===== config.mk =====
export PLATFORM = sky130hd
export DESIGN_NAME = top_k_count_selector
export DESIGN_NICKNAME = d
export VERILOG_FILES = /design/src/rtl/tkcs_pkg.sv /design/src/rtl/tkcs_cmp.sv /design/src/rtl/tkcs_store.sv /design/src/rtl/top_k_count_selector.sv
export SDC_FILE = /design/constraint.sdc
export NUM_CORES = 2
export LEC_CHECK = 0
export ABC_AREA = 0
export BUFFER_PORTS_ARGS = -buffer_cell sky130_fd_sc_hd__clkbuf_2
export CORE_UTILIZATION = 39
export CTS_BUF_LIST = sky130_fd_sc_hd__clkbuf_4 sky130_fd_sc_hd__clkbuf_8
export DETAILED_ROUTE_END_ITERATION = 10
export GPL_TIMING_DRIVEN = 0
export SETUP_SLACK_MARGIN = 0.4
export SLEW_MARGIN = 20
export SYNTH_ARGS = -nofsm -noshare
export SYNTH_HDL_FRONTEND = slang
export SYNTH_HIERARCHICAL = 1
export SYNTH_SLANG_ARGS = --single-unit

===== constraint.sdc =====
create_clock -name clk_i -period 7.33 [get_ports clk_i]
set_clock_uncertainty 0.1 [all_clocks]
set_input_delay 0.3665 -clock clk_i [delete_from_list [all_inputs] [get_ports clk_i]]
set_output_delay 0.3665 -clock clk_i [all_outputs]
set_load 0.05 [all_outputs]

===== src/rtl/tkcs_pkg.sv =====
`timescale 1ns / 1ps
// ----------------------------------------------------------------------------
// tkcs_pkg: shared types and constants of the top-k count selector
// Entry, request, result, store write and compare result types used across the modules.
// ----------------------------------------------------------------------------
package tkcs_pkg;

  localparam int K_MAX      = 16;
  localparam int KEY_BITS   = 32;
  localparam int COUNT_BITS = 32;
  localparam int K_W        = 5;
  localparam int IDX_W      = $clog2(K_MAX);
  localparam int FILL_W     = $clog2(K_MAX + 1);

  localparam logic ACT_OFFER = 1'b0;
  localparam logic ACT_DRAIN = 1'b1;

  typedef struct packed {
    logic                  action;
    logic [KEY_BITS-1:0]   key_tag;
    logic [COUNT_BITS-1:0] item_count;
  } req_t;

  typedef struct packed {
    logic [KEY_BITS-1:0]   out_key;
    logic [COUNT_BITS-1:0] out_count;
    logic                  out_valid;
    logic                  out_last;
  } res_t;

  typedef struct packed {
    logic [KEY_BITS-1:0]   key;
    logic [COUNT_BITS-1:0] count;
  } entry_t;

  typedef struct packed {
    logic             en;
    logic [IDX_W-1:0] addr;
    entry_t           data;
  } wr_t;

  typedef struct packed {
    logic gt;
    logic lt;
  } cmp_t;

endpackage


===== src/rtl/tkcs_cmp.sv =====
`timescale 1ns / 1ps
// ----------------------------------------------------------------------------
// tkcs_cmp: shared count comparator
// Compares a held count against the count of the pending request.
// ----------------------------------------------------------------------------
module tkcs_cmp (
  input  logic [tkcs_pkg::COUNT_BITS-1:0] held_i,
  input  logic [tkcs_pkg::COUNT_BITS-1:0] new_i,
  output tkcs_pkg::cmp_t                  cmp_o
);

  assign cmp_o.gt = (held_i > new_i);
  assign cmp_o.lt = (held_i < new_i);

endmodule


===== src/rtl/tkcs_store.sv =====
`timescale 1ns / 1ps
// ----------------------------------------------------------------------------
// tkcs_store: sorted entry store
// Register file of held entries with one write port and one read port.
// ----------------------------------------------------------------------------
module tkcs_store (
  input  logic                         clk_i,
  input  tkcs_pkg::wr_t                wr_i,
  input  logic [tkcs_pkg::IDX_W-1:0]   rd_idx_i,
  output tkcs_pkg::entry_t             rd_o
);

  tkcs_pkg::entry_t mem_q [tkcs_pkg::K_MAX];

  always_ff @(posedge clk_i) begin
    if (wr_i.en) begin
      mem_q[wr_i.addr] <= wr_i.data;
    end
  end

  assign rd_o = mem_q[rd_idx_i];

endmodule


===== src/rtl/top_k_count_selector.sv =====
`timescale 1ns / 1ps
// ----------------------------------------------------------------------------
// top_k_count_selector: keeps the k held entries with the largest counts
// Offers walk the sorted store one entry per cycle through one shared comparator.
// An ignored offer (k of zero) keeps the block idle; a rejected one passes the
// check state; a stored one walks in the insert or replace state, busy meanwhile.
// A drain strobes one registered result per cycle, smallest count first; an empty
// drain strobes one invalid result marked last. Results cannot be stalled.
// Reset empties the store and sets k_q to 16.
// ----------------------------------------------------------------------------
module top_k_count_selector (
  input  logic                       clk_i,
  input  logic                       rst_ni,
  input  logic                       start,
  output logic                       busy,
  input  tkcs_pkg::req_t             req_i,
  output logic                       strobe_o,
  output tkcs_pkg::res_t             res_o,
  input  logic                       cfg_valid_i,
  output logic                       cfg_ready_o,
  input  logic [tkcs_pkg::K_W-1:0]   cfg_data_i
);

  typedef enum logic [4:0] {
    ST_IDLE    = 5'b00001,
    ST_CHECK   = 5'b00010,
    ST_INSERT  = 5'b00100,
    ST_REPLACE = 5'b01000,
    ST_DRAIN   = 5'b10000
  } state_e;

  localparam logic [tkcs_pkg::K_W-1:0]    KMaxK  = tkcs_pkg::K_W'(tkcs_pkg::K_MAX);
  localparam logic [tkcs_pkg::FILL_W-1:0] FillOne = tkcs_pkg::FILL_W'(1);

  state_e                          state_q, state_d;
  logic [tkcs_pkg::K_W-1:0]        k_q;
  logic [tkcs_pkg::FILL_W-1:0]     fill_q, fill_d;
  logic [tkcs_pkg::FILL_W-1:0]     pos_q, pos_d;
  tkcs_pkg::req_t                  pend_q, pend_d;
  logic                            strobe_q, strobe_d;
  tkcs_pkg::res_t                  res_q, res_d;

  logic [tkcs_pkg::K_W-1:0]        k_eff;
  logic [tkcs_pkg::FILL_W-1:0]     k_fill;
  logic [tkcs_pkg::FILL_W-1:0]     pos_dec;
  logic [tkcs_pkg::IDX_W-1:0]      rd_idx;
  tkcs_pkg::entry_t                rd_entry;
  tkcs_pkg::wr_t                   wr;
  tkcs_pkg::cmp_t                  cmp;
  tkcs_pkg::entry_t                new_entry;
  logic                            accept;

  assign accept      = start && !busy;
  assign busy        = (state_q != ST_IDLE);
  assign cfg_ready_o = 1'b1;
  assign strobe_o    = strobe_q;
  assign res_o       = res_q;

  assign k_eff  = (k_q > KMaxK) ? KMaxK : k_q;
  assign k_fill = tkcs_pkg::FILL_W'(k_eff);
  assign pos_dec = pos_q - FillOne;

  assign new_entry.key   = pend_q.key_tag;
  assign new_entry.count = pend_q.item_count;

  tkcs_store u_store (
    .clk_i    (clk_i),
    .wr_i     (wr),
    .rd_idx_i (rd_idx),
    .rd_o     (rd_entry)
  );

  tkcs_cmp u_cmp (
    .held_i (rd_entry.count),
    .new_i  (pend_q.item_count),
    .cmp_o  (cmp)
  );

  always_comb begin
    state_d  = state_q;
    fill_d   = fill_q;
    pos_d    = pos_q;
    pend_d   = pend_q;
    strobe_d = 1'b0;
    res_d    = res_q;
    wr       = '0;
    rd_idx   = pos_q[tkcs_pkg::IDX_W-1:0];

    case (state_q)
      ST_IDLE: begin
        if (accept) begin
          pend_d = req_i;
          if (req_i.action == tkcs_pkg::ACT_DRAIN) begin
            pos_d   = '0;
            state_d = ST_DRAIN;
          end else if (fill_q < k_fill) begin
            pos_d   = fill_q;
            state_d = ST_INSERT;
          end else if (k_eff != '0 && fill_q != '0) begin
            state_d = ST_CHECK;
          end
        end
      end
      ST_CHECK: begin
        // The smallest entry sits at the bottom of the sorted store.
        rd_idx = '0;
        if (cmp.lt) begin
          pos_d   = FillOne;
          state_d = ST_REPLACE;
        end else begin
          state_d = ST_IDLE;
        end
      end
      ST_INSERT: begin
        rd_idx  = pos_dec[tkcs_pkg::IDX_W-1:0];
        wr.en   = 1'b1;
        wr.addr = pos_q[tkcs_pkg::IDX_W-1:0];
        if (pos_q != '0 && cmp.gt) begin
          wr.data = rd_entry;
          pos_d   = pos_dec;
        end else begin
          wr.data = new_entry;
          fill_d  = fill_q + FillOne;
          state_d = ST_IDLE;
        end
      end
      ST_REPLACE: begin
        // Entries not above the new count move down over the evicted minimum.
        rd_idx  = pos_q[tkcs_pkg::IDX_W-1:0];
        wr.en   = 1'b1;
        wr.addr = pos_dec[tkcs_pkg::IDX_W-1:0];
        if (pos_q < fill_q && !cmp.gt) begin
          wr.data = rd_entry;
          pos_d   = pos_q + FillOne;
        end else begin
          wr.data = new_entry;
          state_d = ST_IDLE;
        end
      end
      ST_DRAIN: begin
        strobe_d = 1'b1;
        if (fill_q == '0) begin
          res_d   = '{out_key: '0, out_count: '0, out_valid: 1'b0, out_last: 1'b1};
          state_d = ST_IDLE;
        end else begin
          res_d.out_key   = rd_entry.key;
          res_d.out_count = rd_entry.count;
          res_d.out_valid = 1'b1;
          res_d.out_last  = (pos_q + FillOne == fill_q);
          if (pos_q + FillOne == fill_q) begin
            fill_d  = '0;
            state_d = ST_IDLE;
          end else begin
            pos_d = pos_q + FillOne;
          end
        end
      end
      default: begin
        state_d = ST_IDLE;
      end
    endcase
  end

  always_ff @(posedge clk_i or negedge rst_ni) begin
    if (!rst_ni) begin
      state_q  <= ST_IDLE;
      fill_q   <= '0;
      pos_q    <= '0;
      strobe_q <= 1'b0;
      k_q      <= KMaxK;
    end else begin
      state_q  <= state_d;
      fill_q   <= fill_d;
      pos_q    <= pos_d;
      strobe_q <= strobe_d;
      if (cfg_valid_i && cfg_ready_o) begin
        k_q <= cfg_data_i;
      end
    end
  end

  always_ff @(posedge clk_i) begin
    pend_q <= pend_d;
    res_q  <= res_d;
  end

endmodule


; ---- After elaboration in Yosys (flattened, before gate mapping)
; Memories as Yosys holds them, arrays and structs flattened.
; Cells that the tools add are included.
[word_totals]
reg_bits = 151
latch_bits = 0
ram_bits = 1024
mem_bits_ro = 0
inputBits = 74
out_inout_bits = 69
word_cells = 87
memories = 1
[classes]
n_addsub = 3
multipliers = 0
n_div = 0
order_cmp = 5
eq_ne = 19
shifts = 0
mux = 32
bitwise_logic = 0
reduce_logical = 16
[memory_table]
columns = memory, words, word_bits, rd, rd_ports_with_merged_regs, write_ports, line
row1 = u_store.mem_q, 16, 64, 1, 0, 1, tkcs_store.sv:13  ; tkcs_pkg::entry_t mem_q [tkcs_pkg::K_MAX];
[ops]
columns = cell, count
row1 = $pmux W69 S2, 1
row2 = $mux W64, 2
row3 = $mux W5, 20
row4 = $pmux W5 S5, 2
row5 = $gt A32 B32 Y1, 1
row6 = $lt A32 B32 Y1, 1
row7 = $reduce_bool A5 Y1, 4
row8 = $ne A2 B2 Y1 const B, 9
row9 = $add A5 B1 Y5 const B, 2
row10 = $lt A5 B5 Y1, 2
row11 = $pmux W5 S2, 1
row12 = $pmux W4 S2, 1
row13 = $reduce_and A8 Y1, 1
row14 = $ne A3 B3 Y1 const B, 2
row15 = $eq A5 B1 Y1 const B, 1
row16 = $eq A5 B2 Y1 const B, 1
row17 = $eq A5 B3 Y1 const B, 1
row18 = $eq A5 B4 Y1 const B, 1
row19 = $eq A5 B5 Y1, 1
row20 = $eq A5 B5 Y1 const B, 1
row21 = $gt A5 B5 Y1 const B, 1
row22 = $logic_not A5 Y1, 1
row23 = $ne A5 B1 Y1 const B, 1
row24 = $reduce_and A5 Y1, 1
row25 = other kinds (10), 16

; ---- Logic depth before layout (Yosys ltp)
; An unclocked memory read counts as a cell.
[depth]
ltp_word = 10
mapped_depth = 25
ltp_nobuf = 20

; ---- Cells and area by module
; Netlist, hierarchy kept.
[by_module_without_submodules]
columns = module, n_inst, cells_per_inst, area_per_inst_um2, seq_area_each_um2
row1 = tkcs_store, 1, 1583, 38300.5, 30749.5
row2 = top_k_count_selector, 1, 502, 6789.0, 4431.8
row3 = tkcs_cmp, 1, 114, 817.0, 0.0

; ---- Worst setup path before layout
; OpenSTA, ideal clock, no wires.
[synth_timing]
path_kind = flip-flop to flip-flop
from = reg state_q[3]
to = mem u_store/mem_q[0][0] (netlist name), enable pin
t_arrival_ns = 6.356
required_time_ns = 6.665
path_slack_ns = 0.310
path_stages_with_launch = 8
path_buffers = 2
path_cell_list = dfrtp_1 > buf_2 > or2b_1 > or4_1 > clkbuf_1 > nand2_1 > or3b_2 > nor3_1
[synth_rtl]
columns = item, line
row1 = "start, declared", top_k_count_selector.sv:35  ; state_e state_q, state_d;
row2 = "start signal, assigned", top_k_count_selector.sv:172  ; state_q <= state_d;
row3 = "end, declared", tkcs_store.sv:13

==> flow_metrics.py <==
metrics = {
    "outcome": {
        "outcome": "complete, no violations",
    },
    "cells_and_area": {
        "final_area_mm2": 0.0555,
        "regArea_mm2": 0.0352,
        "num-fill-cells": 9543,
        "nNetsFinal": 2823,
        "area_growth_pct": 20.8,
        "drive_above_1_share": 0.340,
        "multiInputGateArea_mm2": 0.0107,
        "final_cells": 4371,
    },
    "sta": {
        "hold_viol": 0,
        "maxSlewViolCount": 0,
        "setup_tns_ns": 0,
        "slew_headroom": 0.288,
        "fmaxAchievable_mhz": 148,
        "tightestPinTransition_ns": 1.06,
        "fin_crit_ns": 6.73,
        "setup_viol": 0,
        "rsz0062_at_grt": "false",
        "fin_crit_sh": 0.919,
    },
    "cts": {
        "cts_sinks": 1175,
        "clkTransAtPathRegs_ns": 0.06,
        "cts_root_buffer": "clkbuf_8",
        "h-tree-depth": 4,
        "cts_tree": "built",
        "insertion_delay_ns": 0.87,
        "numCtsBuffers": 183,
        "cts_buffer_depth": 3,
    },
    "setup_path": {
        "crit_arrival_ns": 7.20,
        "path_max_fanout": 16,
        "r2r_cells": 24,
        "critical_path_class": "flop to flop",
        "crit_path_end": "u_store/mem_q[3][37]$_DFFE_PP_",
        "worst-endpoint-required_ns": 7.79,
        "ff2ff_setup_slack_ns": 0.60,
        "r2r_end": "u_store/mem_q[3][37]$_DFFE_PP_",
        "start_kind": "flop",
        "r2r-start": "state_q[3]$_DFFE_PN0P_",
        "startpoint": "state_q[3]$_DFFE_PN0P_",
        "endpoint_kind": "flop",
    },
    "pwr": {
        "p_leak_nw": 19.0,
        "power_density_mw_per_mm2": 353,
        "vdd_drop_max_uv": 180,
        "p_total_mw": 19.6,
    },
    "drt": {
        "vias_per_cell": 5.60,
        "ant_nets": 0,
        "wire_per_inst_um": 27.9,
        "dr_total_vias": 24476,
        "drtPass1Iterations": 5,
        "drt_iter0_drc": 2544,
        "drc_errors": 0,
        "routed_wirelength_um": 122000,
    },
    "floorplanning": {
        "dieArea_mm2": 0.119,
        "start_util": 0.394,
        "fp.dieW_um": 345,
        "core.rowCount": 125,
        "core_mm2": 0.117,
        "io_pins": 143,
        "die_h_um": 345,
    },
    "logic_synthesis": {
        "ys_top_cells_by_area": "edfxtp_1 75%, mux4_2 13%, a22oi_1 2.1%",
        "yosysMostFrequentCell": "edfxtp_1",
        "synth.largest_area_cell": "edfxtp_1",
        "ys_ff_latch": 1175,
        "seq_area_frac_synth": 0.766,
        "synth_nets": 2318,
        "synth_area_mm2": 0.0459,
        "synth-edff-count": 1154,
        "ys_warn_count": 6,
        "synthCells": 2199,
        "synth_top_area_share": 0.755,
        "ys_top_cells_by_count": "1,154 x edfxtp_1, 256 x mux4_2, 130 x a22oi_1",
        "syn_avg_cell_area_um2": 20.9,
        "synthFlopType": "edfxtp_1",
        "synth_cell_types": 59,
        "synthArstFlopShare": 0.0179,
    },
    "global_routing": {
        "antenna_found_initial": 3,
        "first_global_vias": 25826,
        "grt_pass1_wl_um": 176000,
        "grt-ovfl-total": 0,
        "grt_max_degree": 51,
        "grt_usage": 0.204,
    },
    "place": {
        "globalplace.congestion": 0.835,
        "dp_hpwl_um": 78900,
        "dpl-instance-area_mm2": 0.0503,
        "io_buffer_count": 141,
        "placed_cells": 3956,
    },
    "job": {
        "cap_violations": 0,
    },
    "min_path": {
        "min_from": "req_i[49]",
        "hold_path_class": "primary input to flop",
        "whs_path_depth": 2,
    },
}
[sequential cells by signal, indices dropped and copies added (netlist names)]
register,cells
u_store/mem_q,1024
strobe_o,1
new_entry,64
state_q,5
res_o,66
k_q,5
pos_q,5
fill_q,5
[power breakdown]
group          total [mW]  internal [mW]  leakage (nW)  switching (mW)
logic                6.20           2.48          6.00            3.72
registers            8.14           7.97          11.2           0.175
clock network        5.23           2.67          1.83            2.56
[placed cells by master, fill, tap and decap left out, types with 5 or more instances in the layout]
| cell type | Yosys | layout |
|---|---|---|
| edfxtp_1 | 1154 | 1154 |
| mux4_2 | 256 | 256 |
| clkbuf_8 | 0 | 185 |
| clkbuf_2 | 0 | 155 |
| a22oi_1 | 130 | 130 |
| nand2_1 | 90 | 89 |
| dlygate4sd3_1 | 0 | 79 |
| nor2b_1 | 68 | 68 |
| clkbuf_4 | 0 | 65 |
| a22o_4 | 0 | 60 |
| buf_4 | 7 | 46 |
| clkinv_1 | 0 | 46 |
| ha_1 | 45 | 45 |
| inv_1 | 45 | 44 |
| clkbuf_1 | 56 | 35 |
| buf_6 | 14 | 30 |
| buf_16 | 0 | 29 |
| buf_12 | 0 | 26 |
| o21ai_0 | 26 | 24 |
| nor2_1 | 38 | 23 |
| clkinv_2 | 0 | 20 |
| dfrtp_1 | 19 | 19 |
| a21oi_1 | 19 | 18 |
| buf_2 | 28 | 14 |
| buf_8 | 0 | 14 |
| nor2_4 | 0 | 14 |
| nand3_1 | 12 | 12 |
| mux2_2 | 8 | 8 |
| nand4_1 | 8 | 8 |
| nor3_1 | 11 | 6 |
| xnor2_1 | 6 | 6 |
| a21o_1 | 5 | 5 |
| a221oi_1 | 6 | 5 |
| nand3b_1 | 5 | 5 |
[area by class of cell]
cell class                      count  share of cell area
Sequential cell                  1175               0.634
Multi-Input combinational cell    861               0.193
Timing Repair Buffer              320              0.0577
Clock buffer                      245              0.0540
Tap cell                         1524              0.0344
Buffer                            118              0.0152
Clock inverter                     81             0.00814
Inverter                           45             0.00309
Antenna cell                        2           0.0000902
[metrics by stage]
stage	hold WS [ns]	utilization	setup WS, ns
global placement	0.279	0.416	-5.84
CTS	0.0541	0.472	0.385
detailed placement	0.292	0.432	-2.08
finish	0.125	0.476	0.596
global route	0.0747	0.476	0.382
floorplan	-0.0291	-	0.446
[worst min-delay path by stage]
stage	endpoint
2_1_floorplan	fill_q[0]$_DFFE_PN0P_
3_3_place_gp	state_q[2]$_DFFE_PN0P_
3_5_place_dp	state_q[4]$_DFFE_PN0P_
4_1_cts	new_entry[33]$_DFFE_PP_
5_1_grt	new_entry[38]$_DFFE_PP_
6_report	new_entry[49]$_DFFE_PP_
[metal layers]
| metal | wire length (µm) | part of all wire | vias up | GRT usage |
|---|---|---|---|---|
| met3 | 8970 | 0.074 | 185 | 0.0411 |
| met5 | 0 | 0 | - | 0 |
| li1 | - | - | 10243 | - |
| met4 | 2520 | 0.021 | 0 | 0.0620 |
| met2 | 59800 | 0.49 | 1091 | 0.336 |
| met1 | 50500 | 0.41 | 12957 | 0.274 |
[critical path, cell delays in order (launching register included)]
cell and delay (ns):
dfrtp_1 0.37, buf_2 0.18, or2b_1 0.30, or4_4 0.48, clkbuf_2 0.21, nor2_1 0.17, a21o_1 0.25, buf_4 0.33
clkbuf_2 0.39, mux4_2 0.37, a22oi_1 0.20, nand2_1 0.17, ha_1 0.37, a21oi_1 0.14, o21ai_0 0.14, a221oi_2 0.41
o31a_1 0.25, buf_12 0.14, a21oi_4 0.10, o31a_1 0.19, nand2_1 0.17, o41ai_4 0.18, buf_8 0.20, buf_8 0.20
a22o_4 0.35
[logic make-up after synthesis]
logic type | synth area share
flip-flops | 0.766
buffers and inverters | 0.0170
multiplexers | 0.128
AO/OA/AOI/OAI | 0.0454
XOR/XNOR | 0.00191
adder cells (fa/ha/maj) | 0.0123
AND/OR/NAND/NOR | 0.0291
other | 0.0000817
[timing repair]
item                                   4_1_cts  5_1_grt
pin swaps                                    1        2
hold buffers                                80        0
endpoints found under the hold margin      114        0
buffers inserted                             2        4
gates cloned                                 0        1
resized for setup                          164       72
setup endpoints to repair                 1037     1027
Power figures use the tool's default switching activity.
